**src/rtl/core/mcca_pkg.sv**
```systemverilog
// ---------------------------------------------------------------------------
// mcca_pkg
// Sizes, codes and types shared by the min-cost capacity allocation block.
// ---------------------------------------------------------------------------
package mcca_pkg;

    localparam int NUM_CLASSES = 64;
    localparam int MAX_UNITS   = 256;

    localparam int CLS_W   = $clog2(NUM_CLASSES);
    localparam int UNIT_W  = $clog2(MAX_UNITS);
    localparam int ADDR_W  = CLS_W + UNIT_W;
    localparam int COST_W  = 48;
    localparam int SUM_W   = 54;
    localparam int CAP_W   = 8;
    localparam int ALLOC_W = 8;
    localparam int IN_CLS_W = 6;
    localparam int IN_AMT_W = 8;

    localparam logic OP_LOAD = 1'b0;
    localparam logic OP_RUN  = 1'b1;

    typedef enum logic [2:0] {
        DP_IDLE = 3'b001,
        DP_RUN  = 3'b010,
        DP_GAP  = 3'b100
    } t_dp_state;

    typedef enum logic [3:0] {
        BT_IDLE = 4'b0001,
        BT_RD   = 4'b0010,
        BT_WAIT = 4'b0100,
        BT_EMIT = 4'b1000
    } t_bt_state;

    typedef struct packed {
        logic              we;
        logic [ADDR_W-1:0] addr;
        logic [UNIT_W-1:0] data;
    } t_choice_wr;

    typedef struct packed {
        logic               valid;
        logic [CLS_W-1:0]   cls;
        logic [ALLOC_W-1:0] alloc;
        logic               last;
    } t_result;

    function automatic logic [UNIT_W-1:0] sat_cap(input logic [CAP_W-1:0] c);
        if (int'(c) > MAX_UNITS - 1) begin
            return UNIT_W'(MAX_UNITS - 1);
        end
        return UNIT_W'(c);
    endfunction

endpackage

```
**src/rtl/core/mcca_ram.sv**
```systemverilog
// ---------------------------------------------------------------------------
// mcca_ram
// Simple dual-port synchronous RAM, one write and one registered read port.
// ---------------------------------------------------------------------------
module mcca_ram #(
    parameter int WIDTH = 8,
    parameter int DEPTH = 64
) (
    input  logic                     i_clk,
    input  logic                     i_we,
    input  logic [$clog2(DEPTH)-1:0] i_waddr,
    input  logic [WIDTH-1:0]         i_wdata,
    input  logic [$clog2(DEPTH)-1:0] i_raddr,
    output logic [WIDTH-1:0]         o_rdata
);

    logic [WIDTH-1:0] r_mem [DEPTH];
    logic [WIDTH-1:0] r_rdata;

    always_ff @(posedge i_clk) begin
        if (i_we) begin
            r_mem[i_waddr] <= i_wdata;
        end
        r_rdata <= r_mem[i_raddr];
    end

    assign o_rdata = r_rdata;

endmodule

```
**src/rtl/core/mcca_bt.sv**
```systemverilog
// ---------------------------------------------------------------------------
// mcca_bt
// Backtrack through the choice table, then emit allocations in class order.
// ---------------------------------------------------------------------------
module mcca_bt (
    input  logic                         i_clk,
    input  logic                         i_rst_n,
    input  logic                         i_start,
    input  logic [mcca_pkg::UNIT_W-1:0]  i_cap,
    output logic [mcca_pkg::ADDR_W-1:0]  o_choice_raddr,
    input  logic [mcca_pkg::UNIT_W-1:0]  i_choice_rdata,
    output mcca_pkg::t_result            o_result
);

    mcca_pkg::t_bt_state r_state, n_state;
    logic [mcca_pkg::CLS_W-1:0]  r_i, n_i, r_e, n_e, r_oc;
    logic [mcca_pkg::UNIT_W-1:0] r_rem, n_rem;
    logic                        r_ov, r_ol;
    logic                        alloc_we;
    logic [mcca_pkg::UNIT_W-1:0] alloc_rdata;

    mcca_ram #(
        .WIDTH(mcca_pkg::UNIT_W),
        .DEPTH(mcca_pkg::NUM_CLASSES)
    ) u_alloc (
        .i_clk  (i_clk),
        .i_we   (alloc_we),
        .i_waddr(r_i),
        .i_wdata(i_choice_rdata),
        .i_raddr(r_e),
        .o_rdata(alloc_rdata)
    );

    assign o_choice_raddr = {r_i, r_rem};
    assign alloc_we       = (r_state == mcca_pkg::BT_WAIT);

    assign o_result.valid = r_ov;
    assign o_result.cls   = r_oc;
    assign o_result.alloc = (r_oc == '0) ? '0 : mcca_pkg::ALLOC_W'(alloc_rdata);
    assign o_result.last  = r_ol;

    always_comb begin
        n_state = r_state;
        n_i     = r_i;
        n_e     = r_e;
        n_rem   = r_rem;
        case (r_state)
            mcca_pkg::BT_IDLE: begin
                if (i_start) begin
                    n_state = mcca_pkg::BT_RD;
                    n_i     = mcca_pkg::CLS_W'(mcca_pkg::NUM_CLASSES - 1);
                    n_rem   = i_cap;
                end
            end
            mcca_pkg::BT_RD: begin
                n_state = mcca_pkg::BT_WAIT;
            end
            mcca_pkg::BT_WAIT: begin
                n_rem = r_rem - i_choice_rdata;
                if (r_i == mcca_pkg::CLS_W'(1)) begin
                    n_state = mcca_pkg::BT_EMIT;
                    n_e     = '0;
                end else begin
                    n_state = mcca_pkg::BT_RD;
                    n_i     = r_i - 1'b1;
                end
            end
            mcca_pkg::BT_EMIT: begin
                if (r_e == mcca_pkg::CLS_W'(mcca_pkg::NUM_CLASSES - 1)) begin
                    n_state = mcca_pkg::BT_IDLE;
                end else begin
                    n_e = r_e + 1'b1;
                end
            end
            default: begin
                n_state = mcca_pkg::BT_IDLE;
            end
        endcase
    end

    always_ff @(posedge i_clk) begin
        if (!i_rst_n) begin
            r_state <= mcca_pkg::BT_IDLE;
            r_ov    <= 1'b0;
        end else begin
            r_state <= n_state;
            r_ov    <= (r_state == mcca_pkg::BT_EMIT);
        end
    end

    always_ff @(posedge i_clk) begin
        r_i   <= n_i;
        r_e   <= n_e;
        r_rem <= n_rem;
        r_oc  <= r_e;
        r_ol  <= (r_e == mcca_pkg::CLS_W'(mcca_pkg::NUM_CLASSES - 1));
    end

endmodule

```
**config.mk**
```make
export PLATFORM = sky130hd
export DESIGN_NAME = mcca_bt
export DESIGN_NICKNAME = d
export VERILOG_FILES = /design/src/rtl/core/mcca_pkg.sv /design/src/rtl/core/mcca_ram.sv /design/src/rtl/core/mcca_bt.sv
export SDC_FILE = /design/constraint.sdc
export NUM_CORES = 1
export LEC_CHECK = 0
export BUFFER_PORTS_ARGS = -buffer_cell sky130_fd_sc_hd__buf_2
export CAP_MARGIN = 30
export CORE_UTILIZATION = 55
export CTS_BUF_LIST = sky130_fd_sc_hd__clkbuf_2
export DETAILED_ROUTE_END_ITERATION = 10
export PLACE_DENSITY = 0.79
export SKIP_CTS_REPAIR_TIMING = 1
export SLEW_MARGIN = 0
export SYNTH_ARGS = -nofsm -noshare
export SYNTH_HDL_FRONTEND = slang
export SYNTH_SLANG_ARGS = --single-unit
```
**constraint.sdc**
```tcl
create_clock -name i_clk -period 3 [get_ports i_clk]
set_input_delay 0.3 -clock i_clk [delete_from_list [all_inputs] [get_ports i_clk]]
set_output_delay 0.3 -clock i_clk [all_outputs]
set_load 0.01 [all_outputs]
```
Word level (Yosys, flattened, before mapping)
Memories as Yosys holds them, arrays and structs flattened. A register that Yosys moved wholly into a read port is not among the register bits.
Index checks and enable logic that the tools add are counted.
- bits in registers: 32
- latch bits: 0
- RAM bits: 512
- bits in read-only memories: 0
- input port bits: 19
- output and inout port bits: 30
- word-level logic and storage cells: 44
- memories kept: 1
- add/subtract/negate cells: 3
- $mul: 0
- div/mod/pow operators: 0
- order comparisons: 0
- eq/ne operators: 11
- shift-type cells: 0
- multiplexer cells: 15
- bitwise operators: 0
- reduce and logical (&&, ||, !) cells: 7
- memories (name ; words ; width ; read ports ; clocked after memory_dff ; write ports ; RTL line ; source):
    u_alloc.r_mem ; 64 ; 8 ; 1 ; 1 ; 1 ; mcca_ram.sv:17 ; logic [WIDTH-1:0] r_mem [DEPTH];
- operators with widths (cell ; number):
    2-to-1 mux 6 bit ; 4
    one-hot mux 6 bit (2 select lines) ; 2
    2-to-1 mux 8 bit ; 2
    one-hot mux 4 bit (4 select lines) ; 1
    one-hot mux 8 bit (2 select lines) ; 1
    2-to-1 mux 4 bit ; 3
    inequality test 2 bit, second input constant ; 4
    subtractor 8 bit ; 1
    adder 6 x 1 -> 6 bit, second input constant ; 1
    == test 6 x 1 -> 1 bit, second input constant ; 1
    == test 6 bit, second input constant ; 1
    zero test 6 bit ; 1
    AND reduction 3 bit ; 2
    subtractor 6 x 1 -> 6 bit, second input constant ; 1
    == test 4 x 1 -> 1 bit, second input constant ; 1
    == test 4 x 2 -> 1 bit, second input constant ; 1
    == test 4 x 3 -> 1 bit, second input constant ; 1
    == test 4 bit, second input constant ; 1
    AND reduction 2 bit ; 2
    nonzero test 2 bit ; 2
    2-to-1 mux 1 bit ; 2
    inequality test 2 x 1 -> 1 bit, second input constant ; 1

Depth between registers and ports, before layout
- depth in word-level cells: 3
- mapped depth: 9
- gate-level depth less buffers: 9

Hierarchy
From an unflattened synthesis, not the netlist that was laid out.
- cells, all modules: 1110
- area, all modules: 21866.0 um^2
- by module, submodules not included (module ; instances ; cells an instance ; area each (um^2) ; sequential area each (um^2)):
    mcca_ram ; 1 ; 940 ; 20166.8 ; 15534.9
    mcca_bt ; 1 ; 170 ; 1699.1 ; 840.8

Worst setup path after synthesis
No wires, ideal clock.
- kind: flip-flop to flip-flop
- start point: register r_state[1]
- end point: memory u_alloc.r_mem[25][0], enable pin
- library setup time: 0.370 ns
- data arrival time: 1.879 ns
- data required time: 2.630 ns
- slack: 0.751 ns
- stages on the path, launching flop included: 8
- path buffers: 1
- clock period less this slack: 2.249 ns
- path through: dfxtp_1 -> nand2b_1 -> or3_4 -> nor2_4 -> inv_1 -> or3_1 -> clkbuf_1 -> nor2_1
- cells in the longest elaborated chain, start to end: 3
- ends and longest elaborated chain (what ; RTL line ; source):
    start, declared ; mcca_bt.sv:15 ; mcca_pkg::t_bt_state r_state, n_state;
    start signal, assigned ; mcca_bt.sv:83 ; r_state <= mcca_pkg::BT_IDLE;
    start signal, assigned ; mcca_bt.sv:86 ; r_state <= n_state;
    == test 4 x 3 -> 1 bit ; mcca_bt.sv:35 ; assign alloc_we = (r_state == mcca_pkg::BT_WAIT);
    2-to-1 mux 1 bit ; mcca_ram.sv:21 ; if (i_we) begin
    2-to-1 mux 1 bit (not written as such) ; mcca_ram.sv:22 ; r_mem[i_waddr] <= i_wdata;
    end, declared ; mcca_ram.sv:17 ;
No other way between the ends.

==> run_results.csv <==
group,metric,value,unit
outcome,status,"finished, final reports clean",
routing,drt_iter0_drc,1242,
synthesis,ys_top_cells_by_area,"edfxtp_1 (74%), mux4_2 (12%), dfxtp_1 (1.8%)",
critical_path,rr_startpoint,"r_state[2]",
synthesis,synthArstFlopShare,0,%
placed_design,hpwl,28.9,mm
clock_network,numClockSinks,552,
synthesis,yosysTopAreaCell,"edfxtp_1",
clock_network,ctsHtreeMaxLevel,4,
die,ios,49,
critical_path,cp_cell_sequence,"nor2_1 > nand2_1 > and2_1 > buf_2",
timing,layout_min_cycle_time,2.83,ns
synthesis,synth.top_cells.by_count,"edfxtp_1 (532), mux4_2 (112), nor2_1 (76)",
critical_path,cp_max_fo,8,
timing,setup_viol,0,
power,leakage,8.59,nW
synthesis,synth-seq-area-share,75.5,%
synthesis,ys_ff_latch,552,
synthesis,synth_nets,1121,
critical_path,endpoint_kind,"output pin",
synthesis,syn_inst,1091,
synthesis,synth_top_area_share,73.6,%
timing,grt_setup_unrepaired,"false",
critical_path,reg2reg_slack,0.45,ns
timing,worstMarginPinSlew,0.762,ns
cells_and_area,multi_input_area,4910,sq um
power,power,13.7,mW
timing,relSlewSlack,49.2,%
die,die_w,201,microns
clock_network,cts_tree,"yes",
hold_path,hold_path_class,"in -> reg",
cells_and_area,fillCellCount,2700,
timing,drv_slew,0,
synthesis,avgSynthCellArea,19.9,sq um
routing,ant_nets,0,
global_route,grt_pass1_wl,69.6,mm
cells_and_area,post-route-util,63.2,%
global_route,grt_use_total,23.8,%
routing,vias,11514,
cells_and_area,syn_to_final_growth,12.8,%
routing,routed_wirelength,47.1,mm
power,power_density,561,nW/um^2
routing,post_drt_wl_per_cell,24.2,microns
critical_path,crit_buf_inv,1,
synthesis,yosys_warnings,0,
power,ir_worst_vdd,0.304,mV
hold_path,min_to,"u_alloc.r_mem[28][1]",
die,core,38700,sq um
synthesis,yosys.cell_types.count,54,
die,start_util,56.0,%
hold_path,hold-path-cell-count,2,
routing,drt-pass1-iter-count,6,
timing,post-route-period-util,94.2,%
critical_path,crit_required,2.70,ns
placed_design,port_buffers,48,
timing,timing.setup.tns,0,ns
global_route,overflow,0,
global_route,grt_pass1_vias,11723,
cells_and_area,ff_latch_area,16400,sq um
synthesis,synth_edf_count,532,
critical_path,path_class,"reg -> out",
clock_network,cts_max_path_buffers,3,
routing,drc_errors,0,
timing,max_freq,0.354,GHz
die,rows,72,
critical_path,cp_slowest_cell,"nor2_1",
cells_and_area,layout.nets,1359,
synthesis,yosys.cell_count.top_type,"edfxtp_1",
critical_path,cpLargestDelayFamily,"simple AND/OR/NAND/NOR gates",
hold_path,holdCritStartpoint,"i_choice_rdata[1]",
die,die-area,40200,sq um
clock_network,clock_latency,1.05,ns
clock_network,path_clk_slew,0.09,ns
global_route,antenna_found_initial,1,
cells_and_area,post_route_cells_drive_above_1_share,34.0,%
global_route,grt_max_degree,65,
die,die_h,201,microns
timing,final_hold_viol_count,0,
critical_path,reg2regPathDepth,6,
synthesis,syn_area,21700,sq um
critical_path,crit_path_max_incr_delay,0.40,ns
timing,skew,0.0627,ns
flow_run,cap_viol_max_count,0,
routing,viasPerCell,5.93,
critical_path,start_kind,"flip-flop",
placed_design,gp_congestion,0.873,
clock_network,clockRootBuffer,"clkbuf_2",
clock_network,cts_inserted_buffers,133,
critical_path,r2r-end,"u_alloc.r_mem[9][3]",
synthesis,ys.flop_type,"edfxtp_1",
critical_path,cp.arrival,2.53,ns
cell families (layout without fill, tap and decap cells):
| family | after synthesis | count (layout) | synth area share (%) |
|---|---|---|---|
| AO/OA/AOI/OAI | 124 | 124 | 4.43 |
| XOR/XNOR | 12 | 12 | 0.485 |
| adder cells (fa/ha/maj) | 11 | 11 | 0.669 |
| buffers and inverters | 75 | 408 | 1.90 |
| flip-flops | 552 | 552 | 75.5 |
| multiplexers | 144 | 144 | 13.1 |
| other | 0 | 1 | 0 |
| AND/OR/NAND/NOR | 173 | 173 | 3.92 |
layer usage:
metal  vias up  part of all wire [%]  track usage (%)
li1       5033                     -                -
met1      5772                    39             32.1
met2       636                    49             37.1
met3        73                   9.9             7.00
met4         0                   2.1             8.75
met5         -                     0                0
state kept, by name, summed over array words and instances, names as in the netlist:
name	count
r_ol	1
r_e	6
r_i	6
r_state	4
r_oc	6
r_ov	1
u_alloc.r_mem	512
u_alloc.o_rdata	8
r_rem	8
through the flow:
step | instances | instance area [sq um] | hold slack (ns) | setup slack, ns
after floorplan | 1091 | 21700 | 0.343 | 0.751
after global placement | 1691 | 23000 | 0.487 | 0.512
after detailed placement | 1691 | 23000 | 0.538 | 0.437
after CTS | 1921 | 24200 | -0.547 | 0.0650
after global routing | 1943 | 24500 | 0.0152 | 0.0623
final | 1943 | 24500 | 0.0690 | 0.175
final cells by class:
class | instances | area share (%)
well taps | 518 | 2.65
clock inverters | 22 | 0.685
repair buffers | 165 | 5.20
clock buffers | 208 | 4.26
inverters | 13 | 0.199
multi-input cells | 464 | 20.1
flip-flops and latches | 552 | 66.9
diodes | 1 | 0.0102
worst max path at each step:
stage                from  cells past startpoint              endpoint
2_1_floorplan  r_state[1]                      7  u_alloc.r_mem[25][0]
3_3_place_gp       r_e[0]                      6    u_alloc.o_rdata[2]
3_5_place_dp       r_e[0]                      6    u_alloc.o_rdata[6]
4_1_cts           r_oc[3]                      4           o_result[3]
5_1_grt           r_oc[3]                      4           o_result[7]
6_report          r_oc[1]                      4           o_result[3]
placed cells by master (no fill, tap or decap), drive strengths merged, types with 9 or more instances in the layout:
cell         instances
a211oi              16
a221oi              16
a22o                24
and2                13
buf                144
clkbuf             208
clkinv              12
dfxtp               20
dlygate4sd3         21
edfxtp             532
ha                  10
inv                 19
mux2i               32
mux4               112
nand2               31
nor2                77
nor2b                9
o21ai               14
o221ai              16
power breakdown:
group / total, mW / switching [mW] / internal [mW]
sequential: 8.49 / 0.0253 / 8.46
clock: 4.89 / 2.82 / 2.07
combinational: 0.352 / 0.242 / 0.110
worst reg2reg max path, delay by kind of cell (launching register included):
family	cells	cell delay [ns]
flops	1	0.47
buf+inv	1	0.06
simple gates	5	1.71
No activity file was read; power rests on OpenSTA's default activity.
