<file path="config.mk">
export PLATFORM = sky130hd
export DESIGN_NAME = mcca_ram
export DESIGN_NICKNAME = d
export VERILOG_FILES = /design/src/rtl/core/mcca_ram.sv
export SDC_FILE = /design/constraint.sdc
export NUM_CORES = 1
export LEC_CHECK = 0
export ABC_CLOCK_PERIOD_IN_PS = 2550
export BUFFER_PORTS_ARGS = -buffer_cell sky130_fd_sc_hd__buf_2
export CAP_MARGIN = 5
export CORE_MARGIN = 10
export CORE_UTILIZATION = 40
export DETAILED_ROUTE_END_ITERATION = 8
export PLACE_DENSITY = 0.62
export SYNTH_ARGS = -nofsm -noshare
export SYNTH_HDL_FRONTEND = slang
export SYNTH_SLANG_ARGS = --single-unit
</file>
<file path="constraint.sdc">
create_clock -name i_clk -period 2.55 [get_ports i_clk]
set_input_delay 0.1275 -clock i_clk [delete_from_list [all_inputs] [get_ports i_clk]]
set_output_delay 0.1275 -clock i_clk [all_outputs]
set_load 0.01 [all_outputs]
</file>
<file path="src/rtl/core/mcca_ram.sv">
// ---------------------------------------------------------------------------
// mcca_ram
// Simple dual-port synchronous RAM, one write and one registered read port.
// ---------------------------------------------------------------------------
module mcca_ram #(
    parameter int WIDTH = 8,
    parameter int DEPTH = 64
) (
    input  logic                     i_clk,
    input  logic                     i_we,
    input  logic [$clog2(DEPTH)-1:0] i_waddr,
    input  logic [WIDTH-1:0]         i_wdata,
    input  logic [$clog2(DEPTH)-1:0] i_raddr,
    output logic [WIDTH-1:0]         o_rdata
);

    logic [WIDTH-1:0] r_mem [DEPTH];
    logic [WIDTH-1:0] r_rdata;

    always_ff @(posedge i_clk) begin
        if (i_we) begin
            r_mem[i_waddr] <= i_wdata;
        end
        r_rdata <= r_mem[i_raddr];
    end

    assign o_rdata = r_rdata;

endmodule

</file>
# --- Word-level counts from Yosys, hierarchy flattened ---
# Memory sizes are Yosys's and may differ from the RTL's. A register that Yosys moved wholly into a read port is not among the register bits.
# Index checks and enable logic that the tools add are counted.
totals:
  regBits: 0
  ram_bits: 512
  out_inout_bits: 8
  elab_cells: 3
  memories: 1
mem_list:
  columns: ["memory", "depth", "word_bits", "rd", "rd_clocked_by_memory_dff", "wr", "line_no", "text"]
  rows:
  - ["r_mem", 64, 8, 1, 1, 1, "17", "logic [WIDTH-1:0] r_mem [DEPTH];"]
classes:
  mux: 2
ops:
  columns: ["operator", "n"]
  rows:
  - ["$mux 1", 2]

# --- Depth between registers and ports, before layout ---
# Gate-level depths: netlist (run 1).
depth:
  word_depth: 2
  depth_mapped: 9
  depth_no_buf: 5

# --- Least setup slack after synthesis (run 1) ---
# No wires, ideal clock.
synth_timing:
  path_kind: "input to register"
  start: "input i_raddr[1]"
  end: "register r_rdata[3], in the netlist o_rdata[3] (read register of r_mem)"
  arrival_ns: 1.667
  t_required_ns: 2.422
  path_slack_ns: 0.755
  cell_stages: 7
  path_buffers: 3
  cell_sequence: "buf_4 -> buf_2 -> buf_2 -> mux4_2 -> mux4_2 -> o21ai_1 -> o41ai_1"
synth_lines:
  columns: ["element", "line_no", "text"]
  rows:
  - ["from (decl)", "13", "input logic [$clog2(DEPTH)-1:0] i_raddr,"]
  - ["to (decl)", "18", "logic [WIDTH-1:0] r_rdata;"]

==> qor.yml, run 1 <==
ys_ff_latch: 520
drc_errors_left: 0
path_max_fanout: 1
cts.clk_slew.worst_paths_ns: 0.06
slew_viol_final: 0
start_kind: "flip-flop"
synth_largest_area_cell: "sky130_fd_sc_hd__edfxtp_1"
ios: 30
clock-skew-final_ns: 0.0129
cap_viol_max_count: 0
report.power.total_mw: 17.8
synth-seq-area-share: 0.770
critical_path_arrival_ns: 2.49
dieArea_um2: 59800
rsz_0062_raised_after_global_routing: "no"
totalNegativeSetupSlack_ns: 0
ctsLongestPathBuffers: 3
wirelength_um: 46100
nFillCells: 4096
vias: 9780
insertion_delay_ns: 0.58
timing.critical_path.slowest_stage_cell: "sky130_fd_sc_hd__mux4_2"
timing.final.hold_violations: 0
via_count_of_the_first_global_routing_pass: 10100
max_freq_mhz: 489
number_of_instances_in_the_synthesized_netlist: 940
worst_setup_path_end_kind: "flip-flop"
die_y_um: 245
hold_path.class: "input pin to flip-flop"
dpl_cell_area_um2: 21800
floorplan.core_area_um2: 50000
setup_slack_ns: 0.505
tritoncts: "done"
synth_top_cells_by_area: "sky130_fd_sc_hd__edfxtp_1 76%, sky130_fd_sc_hd__mux4_2 14%, sky130_fd_sc_hd__nor2_1 1.5%, sky130_fd_sc_hd__mux2i_1 1.1%, sky130_fd_sc_hd__dfxtp_1 0.79%"
h-tree-depth: 2
layout.cells.most_common: "sky130_fd_sc_hd__edfxtp_1"
gp_routability_congestion: 0.793
grt_first_pass_wirelength_um: 68700
grt_start_max_net_pins: 65
rows: 82
fraction_of_layout_instances_using_a_drive_strength_above_1: 0.315
final-setup-viol-count: 0
starting_utilization_of_the_core_area: 0.404
ys_warnings: 0
mappedNetlistNets: 962
final_cell_area_um2: 23400
final_cell_mix: "512 x sky130_fd_sc_hd__edfxtp_1, 126 x sky130_fd_sc_hd__mux4_2, 101 x sky130_fd_sc_hd__buf_4, 83 x sky130_fd_sc_hd__nor2_1, 53 x sky130_fd_sc_hd__clkbuf_16"
wire_per_inst_um: 25.7
flow.area_growth_from_synthesis_pct: 16.2
grt_antenna_before_repair: 3
post_synth.cell_area_avg_um2: 21.5
port-buffer-count: 29
initialDrtViolationCount: 1002
first_pass_iters: 5
powerDensity_nw_per_um2: 759
grt.total_usage: 0.155
cts_made_buffers: 51
post_drt_via_cell_ratio: 5.45
dp_hpwl_um: 29300
timing.final.crit_share: 0.802
cell_chain_of_the_critical_path: "mux4_2 > mux2_2 > o221a_2 > nor3_1 > o32ai_1"
worstSetupPathType: "flip-flop to flip-flop"
run_status: "finished clean"
max_slew_headroom_at_the_worst_pin: 0.192
synth_top_cell_area_share: 0.762
timing.critical_path.required_ns: 2.99
syn_area_um2: 20200
yosysUniqueCellTypes: 40
worst-slew-pin-transition_ns: 1.21
detailedPlace.worstSlack_ns: 0.175
power_leakage_nw: 7.49
peakVddDrop_uv: 514
final_net_count: 1103
root_driver: "sky130_fd_sc_hd__clkbuf_16"
ant_nets: 0
finalWorstPathRequiredPeriod_ns: 2.05
highest_cell_delay_on_the_worst_timing_path_ns: 0.47
clock_sink_count: 520
grt_overflow: 0
die_x_um: 245
## kinds of logic (layout without fill, tap and decap cells)
family / after synthesis / count (layout) / synth area share
simple gates: 153 / 153 / 0.0339
compound gates: 54 / 54 / 0.0207
other cells: 0 / 1 / 0
flops: 520 / 520 / 0.770
buf+inv: 51 / 232 / 0.0157
mux: 162 / 162 / 0.159
## area by class of cell
class | instances | area, µm² | share of cell area
flip-flops and latches | 520 | 15500 | 0.663
multi-input cells | 369 | 4320 | 0.184
clock buffers | 61 | 1360 | 0.0579
repair buffers | 139 | 1100 | 0.0470
well taps | 672 | 841 | 0.0359
clock inverters | 32 | 288 | 0.0123
diodes | 1 | 2.50 | 0.000107
## registers in the layout, summed over array words and instances, names as in the netlist
name     flops
r_mem      512
o_rdata      8
## path summary, 6_finish.rpt
kind / startpoint / to / slack, ns / depth (start not counted)
worst min register to register: r_mem[23][1] / o_rdata[1] / 0.84 / 4
worst min-delay path: i_wdata[6] / r_mem[1][6] / 0.06 / 2
worst max-delay path: r_mem[20][6] / o_rdata[6] / 0.50 / 5
worst max register to register: r_mem[20][6] / o_rdata[6] / 0.50 / 5
## critical path: cells and delay by family (launching register included)
family             cells  cell delay [ns]
muxes                  2             0.74
AOI/OAI and AO/OA      2             0.42
DFF                    1             0.37
and+or+nand+nor        1             0.37
## synth_stat cells (all sizes together)
cell type and number:
nand3 13, a22oi 3, a211oi 4, o2bb2ai 3
a31oi 1, or3 1, mux2 13, o221ai 8
edfxtp 512, nor3 7, a221oi 6, nor2 83
o21ai 4, a2111oi 2, nor2b 14, o32ai 2
dfxtp 8, buf 34, o22ai 8, o221a 2
o41ai 2, nor4 2, clkbuf 17, mux2i 23
o311ai 1, nand2 19, a21oi 3, nand4b 1
o21a 2, nand2b 7, mux4 126, nand3b 3
nand4 2, o2111ai 3, and2 1
## layer usage
layer,GRT usage,up-vias,wire length [µm]
li1,-,4214,-
met1,0.214,5151,19600
met2,0.246,344,22200
met4,0.0491,4,1120
met5,0,-,33
met3,0.0295,67,3090
## power by group
| group | leakage [nW] | switching, mW | total (mW) | internal [mW] |
|---|---|---|---|---|
| registers | 4.67 | 0.0318 | 9.49 | 9.46 |
| clock network | 0.805 | 3.10 | 7.39 | 4.29 |
| logic | 2.01 | 0.550 | 0.917 | 0.367 |
## through the flow
step,instances,hold slack [ns],utilization
finish,1794,0.0631,0.469
global route,1794,0.0677,0.469
CTS,1793,0.0485,0.469
detailed placement,1698,0.469,0.436
global placement,1698,0.462,0.436
floorplan,940,0.226,-
## repair_timing
action / in CTS / in global routing
endpoints found under the hold margin: 8 / 0
hold buffers: 2 / 0
setup buffers: 0 / 0
resized for setup: 0 / 0
Note: power is estimated with default switching activity, not from simulation.
==> run 2, diff against run 1 <==
--- a/config.mk
+++ b/config.mk
@@ -5,7 +5,8 @@
 export SDC_FILE = /design/constraint.sdc
 export NUM_CORES = 1
 export LEC_CHECK = 0
-export ABC_CLOCK_PERIOD_IN_PS = 2550
+export ABC_AREA = 1
+export ABC_CLOCK_PERIOD_IN_PS = 1900
 export BUFFER_PORTS_ARGS = -buffer_cell sky130_fd_sc_hd__buf_2
 export CAP_MARGIN = 5
 export CORE_MARGIN = 10
==> constraint.sdc (replaced) <==
create_clock -name i_clk -period 1.9 [get_ports i_clk]
set_input_delay 0.095 -clock i_clk [delete_from_list [all_inputs] [get_ports i_clk]]
set_output_delay 0.095 -clock i_clk [all_outputs]
set_load 0.01 [all_outputs]
==> run 2 against run 1 <==
  * Global-route usage rose by 1.0 points
  * Critical path type unchanged
  * Flip-flop and latch count did not move
  * Die area rose by 5.3%
  * Count of clock-buffer cells in the layout rose by 5
  * Synthesized cell count rose by 92%
  * Largest cell class unchanged
==> qor.yml, run 2 <==
syn_area_um2: 21300  # was 20200 µm²
grt_overflow: 0  # unchanged
synth_largest_area_cell: "sky130_fd_sc_hd__edfxtp_1"  # unchanged
registers.top_by_ff_count: "r_mem"  # unchanged
drt-met1-wl_um: 22900  # was 19600 µm
place_inst: 2521  # was 1698
rows: 84  # was 82
ctsLongestPathBuffers: 3  # unchanged
final-setup-viol-count: 0  # unchanged
initialDrtViolationCount: 1299  # was 1002
top_routing_layer_in_use: "met5"  # unchanged
run_status: "finished clean"  # unchanged
grt.total_usage: 0.165  # was 0.155
grt_antenna_before_repair: 5  # was 3
gp_routability_congestion: 0.856  # was 0.793
synth-seq-area-share: 0.728  # was 0.770
hold_path.class: "input pin to flip-flop"  # unchanged
worst_setup_path_end_kind: "flip-flop"  # unchanged
peakVddDrop_uv: 613  # was 514 µV
synth_most_common_cell: "sky130_fd_sc_hd__nand2_1"  # was sky130_fd_sc_hd__edfxtp_1
post_drt_via_cell_ratio: 5.30  # was 5.45
post_synth.cell_area_avg_um2: 11.8  # was 21.5 µm²
layout.cells.most_common: "sky130_fd_sc_hd__nand2_1"  # was sky130_fd_sc_hd__edfxtp_1
totalNegativeSetupSlack_ns: 0  # unchanged
cap_viol_max_count: 0  # unchanged
worst-slew-pin-transition_ns: 0.728  # was 1.21 ns
timing.critical_path.required_ns: 2.38  # was 2.99 ns
synth_edf_count: 512  # unchanged
start_kind: "flip-flop"  # unchanged
synth_top_cell_area_share: 0.720  # was 0.762
vias: 13900  # was 9780
cts_made_buffers: 52  # was 51
mappedNetlistNets: 1827  # was 962
drc_errors_left: 0  # unchanged
final_cell_area_um2: 24400  # was 23400 µm²
final_net_count: 1913  # was 1103
report.power.total_mw: 24.4  # was 17.8 mW
rsz_0062_raised_after_global_routing: "no"  # unchanged
synth_top_cells_by_area: "sky130_fd_sc_hd__edfxtp_1 72%, sky130_fd_sc_hd__nand2_1 11%, sky130_fd_sc_hd__nand3_1 10%, sky130_fd_sc_hd__buf_6 1.8%, sky130_fd_sc_hd__nor2_1 0.99%"  # was sky130_fd_sc_hd__edfxtp_1 76%, sky130_fd_sc_hd__mux4_2 14%, sky130_fd_sc_hd__nor2_1 1.5%, sky130_fd_sc_hd__mux2i_1 1.1%, sky130_fd_sc_hd__dfxtp_1 0.79%
met3_length_um: 4090  # was 3090 µm
floorplan.core_area_um2: 52700  # was 50000 µm²
postSynth.asyncResetShare: 0  # unchanged
ant_nets: 0  # unchanged
cts.clk_slew.worst_paths_ns: 0.06  # about the same
timing.final.hold_violations: 0  # unchanged
starting_utilization_of_the_core_area: 0.405  # was 0.404
most_used_standard_cells_in_the_synthesized_netlist: "648 x sky130_fd_sc_hd__nand2_1, 512 x sky130_fd_sc_hd__edfxtp_1, 439 x sky130_fd_sc_hd__nand3_1"  # was 512 x sky130_fd_sc_hd__edfxtp_1, 126 x sky130_fd_sc_hd__mux4_2, 83 x sky130_fd_sc_hd__nor2_1
ys_dominant_reg_cell: "sky130_fd_sc_hd__edfxtp_1"  # unchanged
ys_ff_latch: 520  # unchanged
tritoncts: "done"  # unchanged
first_pass_iters: 5  # unchanged
number_of_instances_in_the_synthesized_netlist: 1805  # was 940
area_taken_by_multi_input_logic_gates_um2: 4950  # was 4320 µm²
wire_per_inst_um: 20.2  # was 25.7 µm
fraction_of_layout_instances_using_a_drive_strength_above_1: 0.113  # was 0.315
wirelength_um: 52900  # was 46100 µm
insertion_delay_ns: 0.60  # was 0.58 ns
ys_warnings: 0  # unchanged
met2RoutedLength_um: 24500  # was 22200 µm
port-buffer-count: 29  # unchanged
grt_first_pass_wirelength_um: 81900  # was 68700 µm
h-tree-depth: 2  # unchanged
die_x_um: 251  # was 245 µm
powerDensity_nw_per_um2: 1000  # was 759 nW/µm²
cts_repair_resize_count: 0  # unchanged
number_of_flip_flops_under_the_largest_register_name: 512  # unchanged
dieArea_um2: 63000  # was 59800 µm²
clock_sink_count: 520  # unchanged
power_leakage_nw: 8.87  # was 7.49 nW
worstSetupPathType: "flip-flop to flip-flop"  # unchanged
via_count_of_the_first_global_routing_pass: 13700  # was 10100
yosysUniqueCellTypes: 16  # was 40
ios: 30  # unchanged
register_cell_area_after_layout_um2: 15500  # unchanged
final_cell_mix: "648 x sky130_fd_sc_hd__nand2_1, 512 x sky130_fd_sc_hd__edfxtp_1, 439 x sky130_fd_sc_hd__nand3_1, 90 x sky130_fd_sc_hd__buf_4, 56 x sky130_fd_sc_hd__nor2_1"  # was 512 x sky130_fd_sc_hd__edfxtp_1, 126 x sky130_fd_sc_hd__mux4_2, 101 x sky130_fd_sc_hd__buf_4, 83 x sky130_fd_sc_hd__nor2_1, 53 x sky130_fd_sc_hd__clkbuf_16
timing.final.crit_share: 0.732  # was 0.802
path_max_fanout: 1  # unchanged
max_freq_mhz: 719  # was 489 MHz
max_slew_headroom_at_the_worst_pin: 0.515  # was 0.192
count_of_placed_standard_cells_in_the_final_layout_fillers_left_out: 2623  # was 1794
root_driver: "sky130_fd_sc_hd__clkbuf_16"  # unchanged
finalWorstPathRequiredPeriod_ns: 1.39  # was 2.05 ns
slew_viol_final: 0  # unchanged
flow.area_growth_from_synthesis_pct: 14.3  # was 16.2%
dp_hpwl_um: 31600  # was 29300 µm
grt_start_max_net_pins: 69  # was 65
die_y_um: 251  # was 245 µm
finalHoldWorstSlack_ns: 0.0199  # was 0.0631 ns
clock-skew-final_ns: 0.0276  # was 0.0129 ns
nFillCells: 4714  # was 4096
dpl_cell_area_um2: 22700  # was 21800 µm²
critical_path_arrival_ns: 1.88  # was 2.49 ns
[run 2: changes by cell type in the layout (fill, tap and decap cells not counted), sizes merged, moves of 10 or more]
cell	before	now
nor2	83	56
nor2b	14	0
mux2	13	0
mux2i	23	0
inv	2	12
nand2	19	648
mux4	126	0
nand3	13	439
[run 2: power breakdown]
part,internal (mW),switching [mW]
Combinational,0.442,1.11
Sequential,12.7,0.0281
Clock,5.88,4.25
[run 2: kinds of logic (layout without fill, tap and decap cells)]
family | Yosys count | in the layout | share of synthesized area
buffers and inverters | 125 | 252 | 0.0402
other | 0 | 3 | 0
and+or+nand+nor | 1160 | 1160 | 0.232
DFF | 520 | 520 | 0.728
[run 2: layer usage]
metal | vias to the layer above | GRT usage
met5 | - | 0
met4 | 6 | 0.0573
met3 | 94 | 0.0407
met2 | 457 | 0.261
met1 | 6824 | 0.219
li1 | 6524 | -
[run 2: what timing repair did]
| action | CTS | global route |
|---|---|---|
| setup endpoints to repair | 0 | 0 |
| hold buffers | 4 | 0 |
| setup buffers | 0 | 0 |
| endpoints found under the hold margin | 53 | 0 |
[run 2: final cells by class]
type                    count  area share
inverters                  12     0.00215
clock inverters            29      0.0109
multi-input cells        1160       0.203
flip-flops and latches    520       0.637
repair buffers            145      0.0542
diodes                      3    0.000308
well taps                 688      0.0353
clock buffers              66      0.0576
[run 2: worst max-delay path: stages, from the launching register on]
cell and delay, ns:
sky130_fd_sc_hd__edfxtp_1 0.36, sky130_fd_sc_hd__nand2_1 0.07, sky130_fd_sc_hd__nand3_1 0.08, sky130_fd_sc_hd__nand3_1 0.14, sky130_fd_sc_hd__nand2_1 0.07, sky130_fd_sc_hd__nand2_1 0.05, sky130_fd_sc_hd__nand3_1 0.12, sky130_fd_sc_hd__nand3_1 0.29
sky130_fd_sc_hd__nand2_1 0.09
[run 2: path summary, 6_finish.rpt]
path         depth (start not counted)            to    startpoint  slack [ns]
max                                  8    o_rdata[1]  r_mem[11][1]        0.51
min                                  2  r_mem[52][0]    i_wdata[0]        0.02
max reg2reg                          8    o_rdata[1]  r_mem[11][1]        0.51
min reg2reg                          8    o_rdata[0]  r_mem[44][0]        0.81
[run 2: through the flow]
| step | setup slack [ns] | utilization |
|---|---|---|
| floorplan | 0.0389 | - |
| global placement | 0.211 | 0.431 |
| detailed placement | 0.208 | 0.431 |
| CTS | 0.533 | 0.463 |
| global route | 0.406 | 0.463 |
| finish | 0.509 | 0.463 |
==> run 3, diff against run 2 <==
--- a/config.mk
+++ b/config.mk
@@ -5,8 +5,8 @@
 export SDC_FILE = /design/constraint.sdc
 export NUM_CORES = 1
 export LEC_CHECK = 0
-export ABC_AREA = 1
-export ABC_CLOCK_PERIOD_IN_PS = 1900
+export ABC_AREA = 0
+export ABC_CLOCK_PERIOD_IN_PS = 1400
 export BUFFER_PORTS_ARGS = -buffer_cell sky130_fd_sc_hd__buf_2
 export CAP_MARGIN = 5
 export CORE_MARGIN = 10
==> constraint.sdc (replaced) <==
create_clock -name i_clk -period 1.4 [get_ports i_clk]
set_input_delay 0.07 -clock i_clk [delete_from_list [all_inputs] [get_ports i_clk]]
set_output_delay 0.07 -clock i_clk [all_outputs]
set_load 0.01 [all_outputs]
==> run 3 against run 2 <==
  * The run now ends with negative hold slack, negative setup slack left
  * Register-to-register slack got worse by 0.92 ns
  * Wire length is 11% lower
  * Global-route usage fell by 0.63 points
  * Combinational power up 31%
  * Worst setup slack got worse by 0.92 ns
  * Worst hold slack got worse by 0.024 ns
  * Count of clock-buffer cells in the layout rose by 8
  * First-iteration DRC count is 32% lower
  * Die area decreased by 5.1%
  * Clock skew down 0.011 ns
  * Critical path type unchanged
==> qor.yml, run 3 (synthesized netlist as in run 1, its figures left out) <==
run_status: "finished, violations left"  # was finished clean
violations: "negative hold slack, negative setup slack"
totalNegativeSetupSlack_ns: -3.03  # was 0 ns
rows: 82  # was 84
grt_first_pass_wirelength_um: 70800  # was 81900 µm
worstSetupPathType: "flip-flop to flip-flop"  # unchanged
final_cell_area_um2: 24900  # was 24400 µm²
cts.clk_slew.worst_paths_ns: 0.06  # about the same
ctsHoldBuffers: 4  # unchanged
vias: 10100  # was 13900
fraction_of_layout_instances_using_a_drive_strength_above_1: 0.391  # was 0.113
drc_errors_left: 0  # unchanged
dieArea_um2: 59800  # was 63000 µm²
port-buffer-count: 29  # unchanged
finalHoldWorstSlack_ns: -0.00440  # was 0.0199 ns
number_of_flip_flops_under_the_largest_register_name: 512  # unchanged
grt_start_max_net_pins: 65  # was 69
die_x_um: 245  # was 251 µm
gp_routability_congestion: 0.800  # was 0.856
path_max_fanout: 1  # unchanged
highest_cell_delay_on_the_worst_timing_path_ns: 0.48  # was 0.36 ns
slew_viol_final: 0  # unchanged
start_kind: "flip-flop"  # unchanged
cts.repair_timing.setup_buffer_count: 0  # unchanged
cts_made_buffers: 53  # was 52
timing.final.hold_violations: 1  # was 0
timing.critical_path.required_ns: 1.86  # was 2.38 ns
count_of_placed_standard_cells_in_the_final_layout_fillers_left_out: 1866  # was 2623
layout.cells.most_common: "sky130_fd_sc_hd__edfxtp_1"  # was sky130_fd_sc_hd__nand2_1
max_freq_mhz: 553  # was 719 MHz
post_drt_via_cell_ratio: 5.41  # was 5.30
clock-skew-final_ns: 0.0164  # was 0.0276 ns
setup_slack_ns: -0.407  # was 0.509 ns
cell_chain_of_the_critical_path: "mux4_2 > mux2_4 > o221a_4 > nor3_4 > o32ai_1"  # was nand2_1 > nand3_1 > nand3_1 > nand2_1 > nand2_1 > nand3_1 > nand3_1 > nand2_1
max_slew_headroom_at_the_worst_pin: 0.162  # was 0.515
root_driver: "sky130_fd_sc_hd__clkbuf_16"  # unchanged
diodes: 0  # was 3
flow.area_growth_from_synthesis_pct: 23.5  # was 14.3%
critPathBufInv: 0  # unchanged
place_inst: 1765  # was 2521
floorplan.core_area_um2: 50000  # was 52700 µm²
wire_per_inst_um: 25.3  # was 20.2 µm
powerDensity_nw_per_um2: 1330  # was 1000 nW/µm²
initialDrtViolationCount: 878  # was 1299
finalWorstPathRequiredPeriod_ns: 1.81  # was 1.39 ns
ios: 30  # unchanged
first_pass_iters: 7  # was 5
via_count_of_the_first_global_routing_pass: 10500  # was 13700
timing.final.crit_share: 1.29  # was 0.732
grt_antenna_before_repair: 0  # was 5
power_leakage_nw: 8.04  # was 8.87 nW
h-tree-depth: 2  # unchanged
critical_path.top_delay_family: "multiplexers"  # was simple AND/OR/NAND/NOR gates
grt_overflow: 0  # unchanged
die_y_um: 245  # was 251 µm
final_core_util: 0.499  # was 0.463
cap_viol_max_count: 0  # unchanged
hold_path.class: "input pin to flip-flop"  # unchanged
critical_path_arrival_ns: 2.26  # was 1.88 ns
worst_setup_path_end_kind: "flip-flop"  # unchanged
dp_hpwl_um: 30100  # was 31600 µm
tritoncts: "done"  # unchanged
starting_utilization_of_the_core_area: 0.404  # was 0.405
final_cell_mix: "512 x sky130_fd_sc_hd__edfxtp_1, 128 x sky130_fd_sc_hd__buf_4, 126 x sky130_fd_sc_hd__mux4_2, 55 x sky130_fd_sc_hd__clkbuf_16"  # was 648 x sky130_fd_sc_hd__nand2_1, 512 x sky130_fd_sc_hd__edfxtp_1, 439 x sky130_fd_sc_hd__nand3_1, 90 x sky130_fd_sc_hd__buf_4, 56 x sky130_fd_sc_hd__nor2_1
grt.total_usage: 0.159  # was 0.165
ctsLongestPathBuffers: 3  # unchanged
wirelength_um: 47200  # was 52900 µm
final-setup-viol-count: 8  # was 0
clock_sink_count: 520  # unchanged
insertion_delay_ns: 0.59  # was 0.60 ns
ant_nets: 0  # unchanged
registers.top_by_ff_count: "r_mem"  # unchanged
ff2ff_setup_slack_ns: -0.41  # was 0.51 ns
dpl_cell_area_um2: 23000  # was 22700 µm²
timing.critical_path.slowest_stage_cell: "sky130_fd_sc_hd__mux4_2"  # was sky130_fd_sc_hd__edfxtp_1
worst-slew-pin-transition_ns: 1.26  # was 0.728 ns
final_net_count: 1173  # was 1913
peakVddDrop_uv: 954  # was 613 µV
rsz_0062_raised_after_global_routing: "yes"  # was no
run 3: cell count changes in the layout (fill, tap and decap cells not counted), sizes merged, moves of 8 or more:
cell,previous run,this run
o221ai,0,8
nand3,439,13
mux4,0,126
o22ai,0,8
nor2b,0,14
nand2,648,19
clkbuf,66,75
mux2,0,13
nor2,56,83
mux2i,0,23
buf,141,202
inv,12,1
run 3: stage by stage:
| stage | hold WS (ns) | worst slack (ns) | power [mW] |
|---|---|---|---|
| after CTS | -0.0450 | -0.425 | 33.5 |
| after floorplan | 0.169 | -0.250 | 18.6 |
| after global placement | 0.533 | -1.08 | 19.6 |
| after detailed placement | 0.538 | -1.12 | 19.6 |
| final | -0.00440 | -0.407 | 33.2 |
| after global routing | -0.0153 | -0.461 | 34.2 |
run 3: repair_timing:
action	in CTS	in global routing
hold endpoints to repair	24	1
pin swaps	6	3
setup endpoints to repair	8	8
resized for setup	24	4
run 3: routing by layer:
| layer | GRT usage | vias to the layer above | wire, µm |
|---|---|---|---|
| met5 | 0 | - | 0 |
| met4 | 0.0371 | 0 | 850 |
| met3 | 0.0320 | 62 | 2960 |
| met2 | 0.249 | 298 | 22600 |
| met1 | 0.226 | 5383 | 20800 |
| li1 | - | 4358 | - |
run 3: path summary, 6_finish.rpt:
kind,startpoint,endpoint,depth (start not counted)
worst max-delay path,r_mem[20][6],o_rdata[6],5
worst min-delay path,i_raddr[5],o_rdata[2],3
worst max register to register,r_mem[20][6],o_rdata[6],5
worst min register to register,r_mem[26][6],o_rdata[6],3
run 3: worst register-to-register path, delay by kind of cell, from the launching register on:
kind               cells  cell delay [ns]
muxes                  2             0.77
AOI/OAI and AO/OA      2             0.37
DFF                    1             0.36
and+or+nand+nor        1             0.17
run 3: power by group:
group | total [mW] | internal [mW] | switching (mW) | leakage (nW)
sequential | 17.3 | 17.2 | 0.0656 | 4.67
clock | 13.8 | 8.23 | 5.62 | 0.829
combinational | 2.03 | 0.896 | 1.13 | 2.54
total | 33.2 | 26.4 | 6.81 | 8.04
run 3: area by class of cell:
| cell class | count | area [µm²] |
|---|---|---|
| well taps | 672 | 841 |
| fillers | 4040 | 25100 |
| clock buffers | 74 | 1480 |
| clock inverters | 24 | 230 |
| flip-flops and latches | 520 | 15500 |
| multi-input cells | 369 | 4730 |
| repair buffers | 207 | 2100 |
